## src/design/afrb_pkg.sv

```systemverilog
`timescale 1ns / 1ps
// ----------------------------------------------------------------------------
// afrb_pkg
// Shared constants, codes and types of the audio frame ring buffer.
// ----------------------------------------------------------------------------
package afrb_pkg;

    // Frame and ring geometry
    localparam int FRAME_SAMPLES = 48;
    localparam int RING_FRAMES   = 20;
    localparam int FRAME_BYTES   = FRAME_SAMPLES * 2;
    localparam int RING_BYTES    = FRAME_BYTES * RING_FRAMES;
    localparam int PTR_W         = $clog2(RING_BYTES);
    localparam int FILL_W        = PTR_W + 1;
    localparam int CNT_W         = (FRAME_SAMPLES > 1) ? $clog2(FRAME_SAMPLES) : 1;

    // Field widths
    localparam int CMD_W    = 2;
    localparam int SAMPLE_W = 16;
    localparam int ALT_W    = 8;
    localparam int BYTE_W   = 8;

    // Command codes; code 3 is unused and ignored
    localparam logic [CMD_W-1:0] CMD_PUSH  = 2'd0;
    localparam logic [CMD_W-1:0] CMD_FRAME = 2'd1;
    localparam logic [CMD_W-1:0] CMD_ALT   = 2'd2;

    // Sequencer states
    typedef enum logic [2:0] {
        ST_IDLE,
        ST_PUSH_HI,
        ST_RD_LO,
        ST_RD_HI,
        ST_RD_DONE,
        ST_UNDER
    } t_state;

    // Load request from the sequencer into the output register
    typedef struct packed {
        logic                load;
        logic [SAMPLE_W-1:0] sample;
        logic                underrun;
        logic                last;
    } t_out_load;

endpackage

```

## src/design/afrb_ctrl.sv

```systemverilog
`timescale 1ns / 1ps
// ----------------------------------------------------------------------------
// afrb_ctrl
// Ring sequencer: owns the pointers and streaming flag, writes pushed bytes
// into the ring and reads frames back two bytes per sample.
// ----------------------------------------------------------------------------
module afrb_ctrl (
    input  logic                              i_clk,
    input  logic                              i_rst_n,
    // request in
    input  logic                              i_req_valid,
    output logic                              o_req_ready,
    input  logic [afrb_pkg::CMD_W-1:0]        i_cmd,
    input  logic [afrb_pkg::SAMPLE_W-1:0]     i_sample,
    input  logic [afrb_pkg::ALT_W-1:0]        i_alt,
    // output register
    input  logic                              i_slot_free,
    output afrb_pkg::t_out_load               o_load,
    // ring memory
    output logic                              o_we,
    output logic [afrb_pkg::PTR_W-1:0]        o_waddr,
    output logic [afrb_pkg::BYTE_W-1:0]       o_wdata,
    output logic                              o_re,
    output logic [afrb_pkg::PTR_W-1:0]        o_raddr,
    input  logic [afrb_pkg::BYTE_W-1:0]       i_rdata
);
    import afrb_pkg::*;

    t_state              r_state, n_state;
    logic [PTR_W-1:0]    r_wp, n_wp;
    logic [PTR_W-1:0]    r_rp, n_rp;
    logic                r_streaming, n_streaming;
    logic [CNT_W-1:0]    r_cnt, n_cnt;
    logic [BYTE_W-1:0]   r_lo, n_lo;
    logic [BYTE_W-1:0]   r_hi_byte, n_hi_byte;

    logic                accept;
    logic [PTR_W-1:0]    wp_next;
    logic [PTR_W-1:0]    rp_next;
    logic                ring_full;
    logic [FILL_W-1:0]   fill;
    logic                frame_ready;
    logic                cnt_last;

    // Pointer wrap
    function automatic logic [PTR_W-1:0] ptr_inc(input logic [PTR_W-1:0] p);
        logic [PTR_W-1:0] res;
        if (p == PTR_W'(RING_BYTES - 1)) begin
            res = '0;
        end else begin
            res = p + 1'b1;
        end
        return res;
    endfunction

    assign accept      = i_req_valid && o_req_ready;
    assign o_req_ready = (r_state == ST_IDLE);
    assign wp_next     = ptr_inc(r_wp);
    assign rp_next     = ptr_inc(r_rp);
    // one slot always stays empty
    assign ring_full   = (wp_next == r_rp);
    assign cnt_last    = (r_cnt == CNT_W'(FRAME_SAMPLES - 1));

    // Buffered byte count
    always_comb begin
        if (r_wp >= r_rp) begin
            fill = {1'b0, r_wp} - {1'b0, r_rp};
        end else begin
            fill = {1'b0, r_wp} + FILL_W'(RING_BYTES) - {1'b0, r_rp};
        end
    end
    assign frame_ready = (fill >= FILL_W'(FRAME_BYTES));

    // Next state
    always_comb begin
        n_state = r_state;
        case (r_state)
            ST_IDLE: begin
                if (accept) begin
                    if (i_cmd == CMD_PUSH && r_streaming && !ring_full) begin
                        n_state = ST_PUSH_HI;
                    end else if (i_cmd == CMD_FRAME) begin
                        n_state = frame_ready ? ST_RD_LO : ST_UNDER;
                    end
                end
            end
            ST_PUSH_HI: n_state = ST_IDLE;
            ST_RD_LO:   n_state = ST_RD_HI;
            ST_RD_HI:   n_state = ST_RD_DONE;
            ST_RD_DONE: begin
                if (i_slot_free) begin
                    n_state = cnt_last ? ST_IDLE : ST_RD_LO;
                end
            end
            ST_UNDER: begin
                if (i_slot_free && cnt_last) begin
                    n_state = ST_IDLE;
                end
            end
            default: n_state = ST_IDLE;
        endcase
    end

    // Outputs and datapath
    always_comb begin
        n_wp        = r_wp;
        n_rp        = r_rp;
        n_streaming = r_streaming;
        n_cnt       = r_cnt;
        n_lo        = r_lo;
        n_hi_byte   = r_hi_byte;
        o_we        = 1'b0;
        o_waddr     = r_wp;
        o_wdata     = i_sample[BYTE_W-1:0];
        o_re        = 1'b0;
        o_raddr     = r_rp;
        o_load      = '{load: 1'b0, sample: '0, underrun: 1'b0, last: cnt_last};
        case (r_state)
            ST_IDLE: begin
                n_cnt = '0;
                if (accept) begin
                    case (i_cmd)
                        CMD_PUSH: begin
                            // full on the low byte drops the whole sample
                            if (r_streaming && !ring_full) begin
                                o_we      = 1'b1;
                                n_wp      = wp_next;
                                n_hi_byte = i_sample[SAMPLE_W-1:BYTE_W];
                            end
                        end
                        CMD_ALT: n_streaming = (i_alt != '0);
                        default: ;
                    endcase
                end
            end
            ST_PUSH_HI: begin
                o_wdata = r_hi_byte;
                if (!ring_full) begin
                    o_we = 1'b1;
                    n_wp = wp_next;
                end
            end
            ST_RD_LO: begin
                o_re = 1'b1;
                n_rp = rp_next;
            end
            ST_RD_HI: begin
                o_re = 1'b1;
                n_rp = rp_next;
                n_lo = i_rdata;
            end
            ST_RD_DONE: begin
                if (i_slot_free) begin
                    o_load.load   = 1'b1;
                    o_load.sample = {i_rdata, r_lo};
                    n_cnt         = r_cnt + 1'b1;
                end
            end
            ST_UNDER: begin
                if (i_slot_free) begin
                    o_load.load     = 1'b1;
                    o_load.underrun = 1'b1;
                    n_cnt           = r_cnt + 1'b1;
                end
            end
            default: ;
        endcase
    end

    // Control registers
    always_ff @(posedge i_clk) begin
        if (!i_rst_n) begin
            r_state     <= ST_IDLE;
            r_wp        <= '0;
            r_rp        <= '0;
            r_streaming <= 1'b0;
            r_cnt       <= '0;
        end else begin
            r_state     <= n_state;
            r_wp        <= n_wp;
            r_rp        <= n_rp;
            r_streaming <= n_streaming;
            r_cnt       <= n_cnt;
        end
    end

    // Byte holding registers
    always_ff @(posedge i_clk) begin
        r_lo      <= n_lo;
        r_hi_byte <= n_hi_byte;
    end

endmodule

```

## config.mk

```make
export PLATFORM = sky130hd
export DESIGN_NAME = afrb_ctrl
export DESIGN_NICKNAME = d
export VERILOG_FILES = /design/src/design/afrb_pkg.sv /design/src/design/afrb_ctrl.sv
export SDC_FILE = /design/constraint.sdc
export NUM_CORES = 1
export LEC_CHECK = 0
export ABC_AREA = 0
export BUFFER_PORTS_ARGS = -buffer_cell sky130_fd_sc_hd__buf_4
export CELL_PAD_IN_SITES_DETAIL_PLACEMENT = 0
export CELL_PAD_IN_SITES_GLOBAL_PLACEMENT = 1
export CORE_ASPECT_RATIO = 2
export CORE_MARGIN = 1.5
export CORE_UTILIZATION = 40
export DETAILED_ROUTE_END_ITERATION = 10
export HOLD_SLACK_MARGIN = 0.15
export PLACE_DENSITY = 0.87
export SYNTH_ARGS = -nofsm -noshare
export SYNTH_HDL_FRONTEND = slang
export SYNTH_SLANG_ARGS = --single-unit
export TNS_END_PERCENT = 10
```

## constraint.sdc

```tcl
create_clock -name i_clk -period 4.12 [get_ports i_clk]
set_clock_uncertainty 0.15 [all_clocks]
set_input_delay 0.824 -clock i_clk [delete_from_list [all_inputs] [get_ports i_clk]]
set_output_delay 0.824 -clock i_clk [all_outputs]
set_load 0.005 [all_outputs]
```

==> results.md, run 1 <==
- The run finished with clean final reports.
- For the worst setup path, the data required time is 3.15 ns.
- Counting every net in the synthesized netlist gives 523.
- The mapped netlist covers 3800 um2.
- The startpoint identified for the worst hold timing path is r_streaming$_SDFFE_PN0P_.
- After synthesis, the netlist uses 59 different library cells.
- The deepest clock path buffer count is 2.
- The total iterations of the first detailed-routing run is 4.
- The number of antenna violations at the first check in global routing is 0.
- The number of buffers inserted by hold repair at cts is 0.
- Dividing the synthesized area by the synthesized cell count gives 8.44 um2.
- The share of total power dissipated in sequential elements is 0.467.
- The via count of the first global-routing pass was 3851.
- Yosys attributes the largest share of cell area to sky130_fd_sc_hd__dfxtp_1 (17%), sky130_fd_sc_hd__edfxtp_1 (13%), sky130_fd_sc_hd__ha_1 (8.9%).
- The post-CTS setup buffer count is 0.
- The residual overflow from global routing is 0.
- The final critical-path required period is 3.87 ns.
- The final setup slack of the worst path is 0.245 ns.
- The path type of the worst setup path is reg2out.
- CTS placed an instance of sky130_fd_sc_hd__clkbuf_16 at the clock tree root.
- The vertical extent of the die is 141 um.
- Across the VDD grid, the largest voltage drop is 0.162 mV.
- The synthesis-to-finish area growth is 26.0%.
- At the worst endpoint, the arrival time is 2.90 ns.
- The max capacitance violation total is 0.
- The floorplan has 50 rows.
- Derived from the worst setup path, the maximum achievable clock frequency is 258 MHz.
- Among all flip-flop cells after synthesis, the most frequent one is sky130_fd_sc_hd__dfxtp_1.
- The biggest area contributor in the post-synthesis netlist is sky130_fd_sc_hd__dfxtp_1.
- The per-cell via count in the routed design is 5.84.
- Entering global routing, the biggest net connects 22 pins.
- The startpoint of the lowest-slack register-to-register path is o_waddr[1]$_SDFFE_PN0P_.
- In the final layout, the share of cells above drive strength 1 is 0.234.
- The width of the chip is 71.9 um.
- The clock sink count is 48.
- The post-layout net count is 620.
- Dividing the final minimum period by the clock period gives 0.940.
- For this run, the total global-route usage over all layers was measured as 0.254.
- The area of the die is 10100 um2.
- The final RePlAce weighted congestion is 0.991.
- In this run the standard cell core region covers 9320 um2.
- The first global-routing pass estimated 19600 um of wire.
- The switching power share of the total is 0.258.
- The number of pins exceeding their max-slew limit in the final report is 0.
- The maximum net fanout on the critical path is 11.
- The effective utilization at floorplan is 0.407.
- At the pin with the least slew margin, the transition time is 0.709 ns.
- The number of antenna cells inserted is 0.
- The startpoint class of the critical path is a flop.
- The clock network fraction of total power is 0.381.
- The final number of setup-violating endpoints is 0.
- During synthesis, Yosys emitted a total of 0 warnings.
- The setup slack after placement is 0.388 ns.
- The number of buffers inserted by port buffering is 89.
- The number of top-level pins is 90.
- The routed wirelength normalized by instance count is 19.2 um.
- The final route contains 3805 vias.
- In this run the power density over the cells is 225 nW/um2.
- The number of enable flip-flop cells after synthesis is 16.
- Setup total negative slack on the finished layout was measured at 0 ns.
- The async set or reset register ratio after synthesis is 0.
- The share of the yosys chip area belonging to registers is 0.295.
- Setup repair after global routing left no endpoint under its margin.
- The H-tree generated during clock tree synthesis spans 2 levels.
- The post-synthesis sequential element count is 48.
- TritonCTS created 5 clock buffers.
- The worst relative slew slack is 0.521.
- Summed over all layers, the routed wires come to 12500 um.
- The TritonCTS clock tree is built.
- The internal power is 0.000800 W.
- The hold violation count in the final report came to 0.
- The number of standard cells after synthesis is 450.
- After the first detailed-routing iteration, the DRC count stood at 178.
- Summed over all cells, the static leakage comes to 2.02 nW.
- Of the total power, combinational logic draws 0.152.
- The launching element of the worst setup path is o_waddr[1]$_SDFFE_PN0P_.
- The worst setup path is captured at an output pin.
- In this run the worst hold path is classified as reg2reg.
- Summed over all nets, the switching power comes to 0.000278 W.
- The final antenna-violating net count is 0.
- The HPWL after detailed placement is 10300 um.
- The clock slew seen by the registers of the worst setup and hold paths is 0.07 ns.
- The area fraction of the dominant cell type after synthesis is 0.169.
- The latest clock arrival within the worst-skew pair is 0.30 ns.
- The post-detailed-route DRC marker count is 0.
==> layer usage <==
layer | global-route usage | wire length, um
met5 | 0 | 0
met4 | 0.194 | 957
met3 | 0.0336 | 555
met2 | 0.492 | 7060
met1 | 0.221 | 3940
==> state kept, by name, indices dropped and copies added (netlist names) <==
name,flops
o_raddr,11
o_waddr,11
r_cnt,6
r_hi_byte,8
r_lo,8
r_state,3
r_streaming,1
==> path summary, 6_finish.rpt <==
kind	to	slack [ns]	depth (start not counted)
min reg2reg	r_streaming$_SDFFE_PN0P_	0.35	1
max reg2reg	r_state[0]$_SDFFE_PN0P_	0.35	11
min	r_streaming$_SDFFE_PN0P_	0.35	1
max	o_we	0.25	9
==> critical path, cell delays in order (launching register included) <==
cell and delay (ns):
sky130_fd_sc_hd__dfxtp_1 0.52, sky130_fd_sc_hd__ha_2 0.33, sky130_fd_sc_hd__nand3_2 0.23, sky130_fd_sc_hd__or4_1 0.58
sky130_fd_sc_hd__o21ai_0 0.11, sky130_fd_sc_hd__xnor2_1 0.15, sky130_fd_sc_hd__nand4_1 0.24, sky130_fd_sc_hd__o21ai_2 0.25
sky130_fd_sc_hd__inv_1 0.06, sky130_fd_sc_hd__buf_4 0.13
==> layout by cell type, fill, tap and decap left out, types with 5 or more instances in the layout <==
cell / Yosys / final
sky130_fd_sc_hd__o31ai_1: 6 / 6
sky130_fd_sc_hd__edfxtp_1: 16 / 16
sky130_fd_sc_hd__or4_1: 6 / 6
sky130_fd_sc_hd__inv_1: 40 / 40
sky130_fd_sc_hd__buf_4: 1 / 103
sky130_fd_sc_hd__nand4_1: 9 / 9
sky130_fd_sc_hd__o211ai_1: 5 / 5
sky130_fd_sc_hd__clkbuf_16: 0 / 5
sky130_fd_sc_hd__o41ai_1: 7 / 7
sky130_fd_sc_hd__xnor2_1: 23 / 23
sky130_fd_sc_hd__ha_1: 27 / 26
sky130_fd_sc_hd__mux2i_1: 6 / 6
sky130_fd_sc_hd__nor2b_1: 7 / 7
sky130_fd_sc_hd__nor3_1: 12 / 12
sky130_fd_sc_hd__dfxtp_1: 32 / 31
sky130_fd_sc_hd__nand2_1: 34 / 34
sky130_fd_sc_hd__nand2b_1: 5 / 5
sky130_fd_sc_hd__nand3_1: 11 / 11
sky130_fd_sc_hd__and3_1: 20 / 20
sky130_fd_sc_hd__o21ai_0: 21 / 21
sky130_fd_sc_hd__xor2_1: 5 / 5
sky130_fd_sc_hd__nor4_1: 5 / 5
sky130_fd_sc_hd__a21oi_1: 25 / 25
sky130_fd_sc_hd__or3_1: 7 / 7
sky130_fd_sc_hd__fa_1: 8 / 8
sky130_fd_sc_hd__nor2_1: 43 / 43
sky130_fd_sc_hd__mux2_2: 9 / 9
==> cells in the mapped netlist (6+ instances only) <==
cell type	count
sky130_fd_sc_hd__nor2_1	43
sky130_fd_sc_hd__inv_1	40
sky130_fd_sc_hd__nand2_1	34
sky130_fd_sc_hd__dfxtp_1	32
sky130_fd_sc_hd__ha_1	27
sky130_fd_sc_hd__a21oi_1	25
sky130_fd_sc_hd__xnor2_1	23
sky130_fd_sc_hd__o21ai_0	21
sky130_fd_sc_hd__and3_1	20
sky130_fd_sc_hd__edfxtp_1	16
sky130_fd_sc_hd__nor3_1	12
sky130_fd_sc_hd__nand3_1	11
sky130_fd_sc_hd__clkbuf_1	9
sky130_fd_sc_hd__mux2_2	9
sky130_fd_sc_hd__nand4_1	9
sky130_fd_sc_hd__fa_1	8
sky130_fd_sc_hd__nor2b_1	7
sky130_fd_sc_hd__o41ai_1	7
sky130_fd_sc_hd__or3_1	7
sky130_fd_sc_hd__mux2i_1	6
sky130_fd_sc_hd__o31ai_1	6
sky130_fd_sc_hd__or4_1	6
==> power by group through the flow <==
stage | sequential (W) | clock, W | combinational [W]
final | 0.000503 | 0.000411 | 0.000164
after detailed placement | 0.000513 | 0 | 0.000164
after CTS | 0.000502 | 0.000419 | 0.000164
after floorplan | 0.000508 | 0 | 0.0000853
after global routing | 0.000503 | 0.000432 | 0.000179
after global placement | 0.000513 | 0 | 0.000160
==> kinds of logic after synthesis <==
logic type	after synthesis	share of synthesized area
AND/OR/NAND/NOR	176	0.244
AO/OA/AOI/OAI	94	0.166
buffers and inverters	54	0.0570
flip-flops	48	0.295
adder cells (fa/ha/maj)	35	0.131
XOR/XNOR	28	0.0646
multiplexers	15	0.0425
==> cell type report <==
class / instances / area, um2
Sequential cell: 48 / 1120
Fill cell: 897 / 4540
Inverter: 41 / 154
Tap cell: 104 / 130
Clock inverter: 3 / 18.8
Timing Repair Buffer: 103 / 773
Clock buffer: 5 / 125
Multi-Input combinational cell: 348 / 2460
==> stage by stage <==
step / hold slack, ns / instance area (um2) / utilization / total power (W) / instances
after floorplan: 0.314 / 3800 / - / 0.000594 / 450
after global placement: 0.333 / 4640 / 0.498 / 0.000673 / 644
after detailed placement: 0.340 / 4640 / 0.498 / 0.000677 / 644
after CTS: 0.356 / 4780 / 0.513 / 0.00109 / 652
after global routing: 0.363 / 4790 / 0.513 / 0.00111 / 652
final: 0.353 / 4790 / 0.513 / 0.00108 / 652
==> repair_timing <==
item | 4_1_cts | 5_1_grt
setup endpoints to repair | 0 | 1
hold endpoints to repair | 0 | 0
gates resized for setup | 0 | 2
No activity file was read; power rests on OpenSTA's default activity.
==> inputs of run 2 (changes only) <==
--- a/config.mk
+++ b/config.mk
@@ -15,6 +15,7 @@
 export DETAILED_ROUTE_END_ITERATION = 10
 export HOLD_SLACK_MARGIN = 0.15
 export PLACE_DENSITY = 0.87
+export REMOVE_ABC_BUFFERS = 1
 export SYNTH_ARGS = -nofsm -noshare
 export SYNTH_HDL_FRONTEND = slang
 export SYNTH_SLANG_ARGS = --single-unit
==> results.md, run 2 (synthesis gave the netlist of run 1 again) <==
- The run finished with clean final reports.
- The share of the clock period used by the worst path is 0.932 (-0.00894).
- The worst path arrival time is 2.86 ns (-0.04 ns).
- The number of buffers inserted by hold repair at cts came to 0 (unchanged).
- The clock sink count is 48 (unchanged).
- The area of the die is 10100 um2 (unchanged).
- The worst min-delay path class is reg2reg.
- The synthesis-to-finish area growth is 26.9%.
- The deepest clock path buffer count is 2 (unchanged).
- The number of antenna cells inserted is 0 (unchanged).
- The per-cell via count in the routed design is 5.91 (+1.3%).
- The max capacitance violation total came to 0 (unchanged).
- The residual overflow from global routing came to 0 (unchanged).
- The HPWL after detailed placement is 10200 um (-1.4%).
- The global router's overall resource usage is 0.248 (-0.00549).
- Setup repair after global routing left no endpoint under its margin.
- The fraction of layout instances using a drive strength above 1 was 0.234 (unchanged).
- The final critical-path required period was 3.84 ns (-0.0368 ns).
- The hold violation count in the final report is 0 (unchanged).
- The pin count of the biggest net entering global routing came to 22 (unchanged).
- The number of pins exceeding their max-slew limit in the final report came to 0 (unchanged).
- The startpoint class of the critical path is a flop.
- The worst vdd rail ir drop is 0.137 mV (-16%).
- TritonCTS built the clock tree.
- The worst relative slew slack is 0.596 (+0.0750).
- The number of antenna violations at the first check in global routing was 0 (unchanged).
- The accumulated negative setup slack is 0 ns (unchanged).
- The count of routing violations after the opening detailed-route iteration is 137 (-23%).
- The critical path required time is 3.15 ns (about the same).
- The total of fill cells in the finished design is 916 (+2.1%).
- The post-layout net count came to 620 (unchanged).
- The number of top-level pins is 90 (unchanged).
- The latest clock arrival within the worst-skew pair is 0.29 ns (about the same).
- The number of buffers inserted by port buffering is 89 (unchanged).
- The final antenna-violating net count was 0 (unchanged).
- The maximum clock frequency is 261 MHz (+0.96%).
- The routed wirelength normalized by instance count came to 19.1 um (-0.40%).
- The core region area came to 9320 um2 (unchanged).
- The H-tree depth reported by CTS came to 2 (unchanged).
- The wire length of the first global-routing pass was 19100 um (-2.5%).
- By startpoint and endpoint, the worst setup path is classified as reg2out.
- The leakage component of the power is 2.04 nW (+1.3%).
- The vertical extent of the die is 141 um (unchanged).
- The post-detailed-route DRC marker count is 0 (unchanged).
- The post-CTS setup buffer count is 0 (unchanged).
- The power density over the cells was 239 nW/um2 (+6.2%).
- The via count of the first global-routing pass is 3825 (-0.68%).
- The final number of setup-violating endpoints is 0 (unchanged).
- The maximum net fanout on the critical path is 11 (unchanged).
- The transition at the pin with the smallest max-transition slack is 0.600 ns (-0.108 ns).
- The final wirelength was 12500 um (-0.40%).
- The TritonCTS buffer count is 5 (unchanged).
- The clock slew seen by the registers of the worst setup and hold paths is 0.07 ns (about the same).
- The row count was 50 (unchanged).
- The most common cell after layout, fill and taps aside is sky130_fd_sc_hd__buf_4.
- The library cells used most frequently in the layout, excluding fill and tap cells, are sky130_fd_sc_hd__buf_4 (103), sky130_fd_sc_hd__nor2_1 (43), sky130_fd_sc_hd__inv_1 (40).
- The width of the chip is 71.9 um (unchanged).
- The tree is rooted in a sky130_fd_sc_hd__clkbuf_16.
- STA classifies the critical path endpoint as an output pin.
- The total iterations of the first detailed-routing run is 4 (unchanged).
- The effective utilization at floorplan is 0.407 (unchanged).
- The via count of the routed design is 3854 (+1.3%).
- The worst slack on hold paths is 0.357 ns (+0.00379 ns).
- The final RePlAce weighted congestion is 0.984 (-0.71%).
[run 2: changes by cell type in the layout (fill, tap and decap cells not counted), sizes merged]
| cell | previous run | this run |
|---|---|---|
| clkinvlp | 2 | 0 |
| clkbuf | 5 | 6 |
| bufinv | 0 | 1 |
[run 2: layer usage]
metal / GRT usage / up-vias / share of wire
li1: - / 1817 / -
met1: 0.218 / 1823 / 0.32
met2: 0.469 / 153 / 0.54
met3: 0.0407 / 61 / 0.054
met4: 0.200 / 0 / 0.083
met5: 0 / - / 0
[run 2: metrics by stage]
| step | instances | setup slack [ns] | utilization | total power (W) | area [um2] |
|---|---|---|---|---|---|
| after global routing | 652 | 0.0644 | 0.517 | 0.00120 | 4820 |
| after detailed placement | 644 | 0.510 | 0.498 | 0.000675 | 4640 |
| after CTS | 652 | 0.201 | 0.517 | 0.00116 | 4820 |
| after floorplan | 437 | 0.755 | - | 0.000589 | 3730 |
| after global placement | 644 | 0.565 | 0.498 | 0.000671 | 4640 |
| final | 652 | 0.282 | 0.517 | 0.00115 | 4820 |
[run 2: worst paths after layout]
check | depth (start not counted) | end | slack, ns | start
min reg2reg | 1 | r_streaming$_SDFFE_PN0P_ | 0.36 | r_streaming$_SDFFE_PN0P_
min | 1 | r_streaming$_SDFFE_PN0P_ | 0.36 | r_streaming$_SDFFE_PN0P_
max reg2reg | 11 | r_state[0]$_SDFFE_PN0P_ | 0.51 | o_waddr[1]$_SDFFE_PN0P_
max | 9 | o_we | 0.28 | o_waddr[1]$_SDFFE_PN0P_
[run 2: power by group]
group          switching, W  internal [W]  leakage, nW
logic             0.0000792     0.0000825         1.55
registers        0.00000864      0.000494        0.402
clock network      0.000183      0.000304       0.0871
[run 2: critical path: stages, from the launching register on]
cell and delay, ns:
sky130_fd_sc_hd__dfxtp_1 0.51, sky130_fd_sc_hd__ha_1 0.36, sky130_fd_sc_hd__nand3_2 0.24, sky130_fd_sc_hd__or4_1 0.56
sky130_fd_sc_hd__o21ai_0 0.11, sky130_fd_sc_hd__xnor2_1 0.14, sky130_fd_sc_hd__nand4_1 0.22, sky130_fd_sc_hd__o21ai_2 0.23
sky130_fd_sc_hd__inv_1 0.06, sky130_fd_sc_hd__buf_4 0.13
[run 2: layout make-up]
class / count / area, um2 / area share
Clock buffer: 6 / 139 / 0.0288
Clock inverter: 2 / 38.8 / 0.00805
Inverter: 41 / 154 / 0.0319
Multi-Input combinational cell: 348 / 2460 / 0.511
Sequential cell: 48 / 1120 / 0.233
Tap cell: 104 / 130 / 0.0270
Timing Repair Buffer: 103 / 773 / 0.161
[run 2: what timing repair did]
action	4_1_cts	5_1_grt
setup endpoints to repair	0	1
hold endpoints to repair	0	0
gates resized for setup	0	1
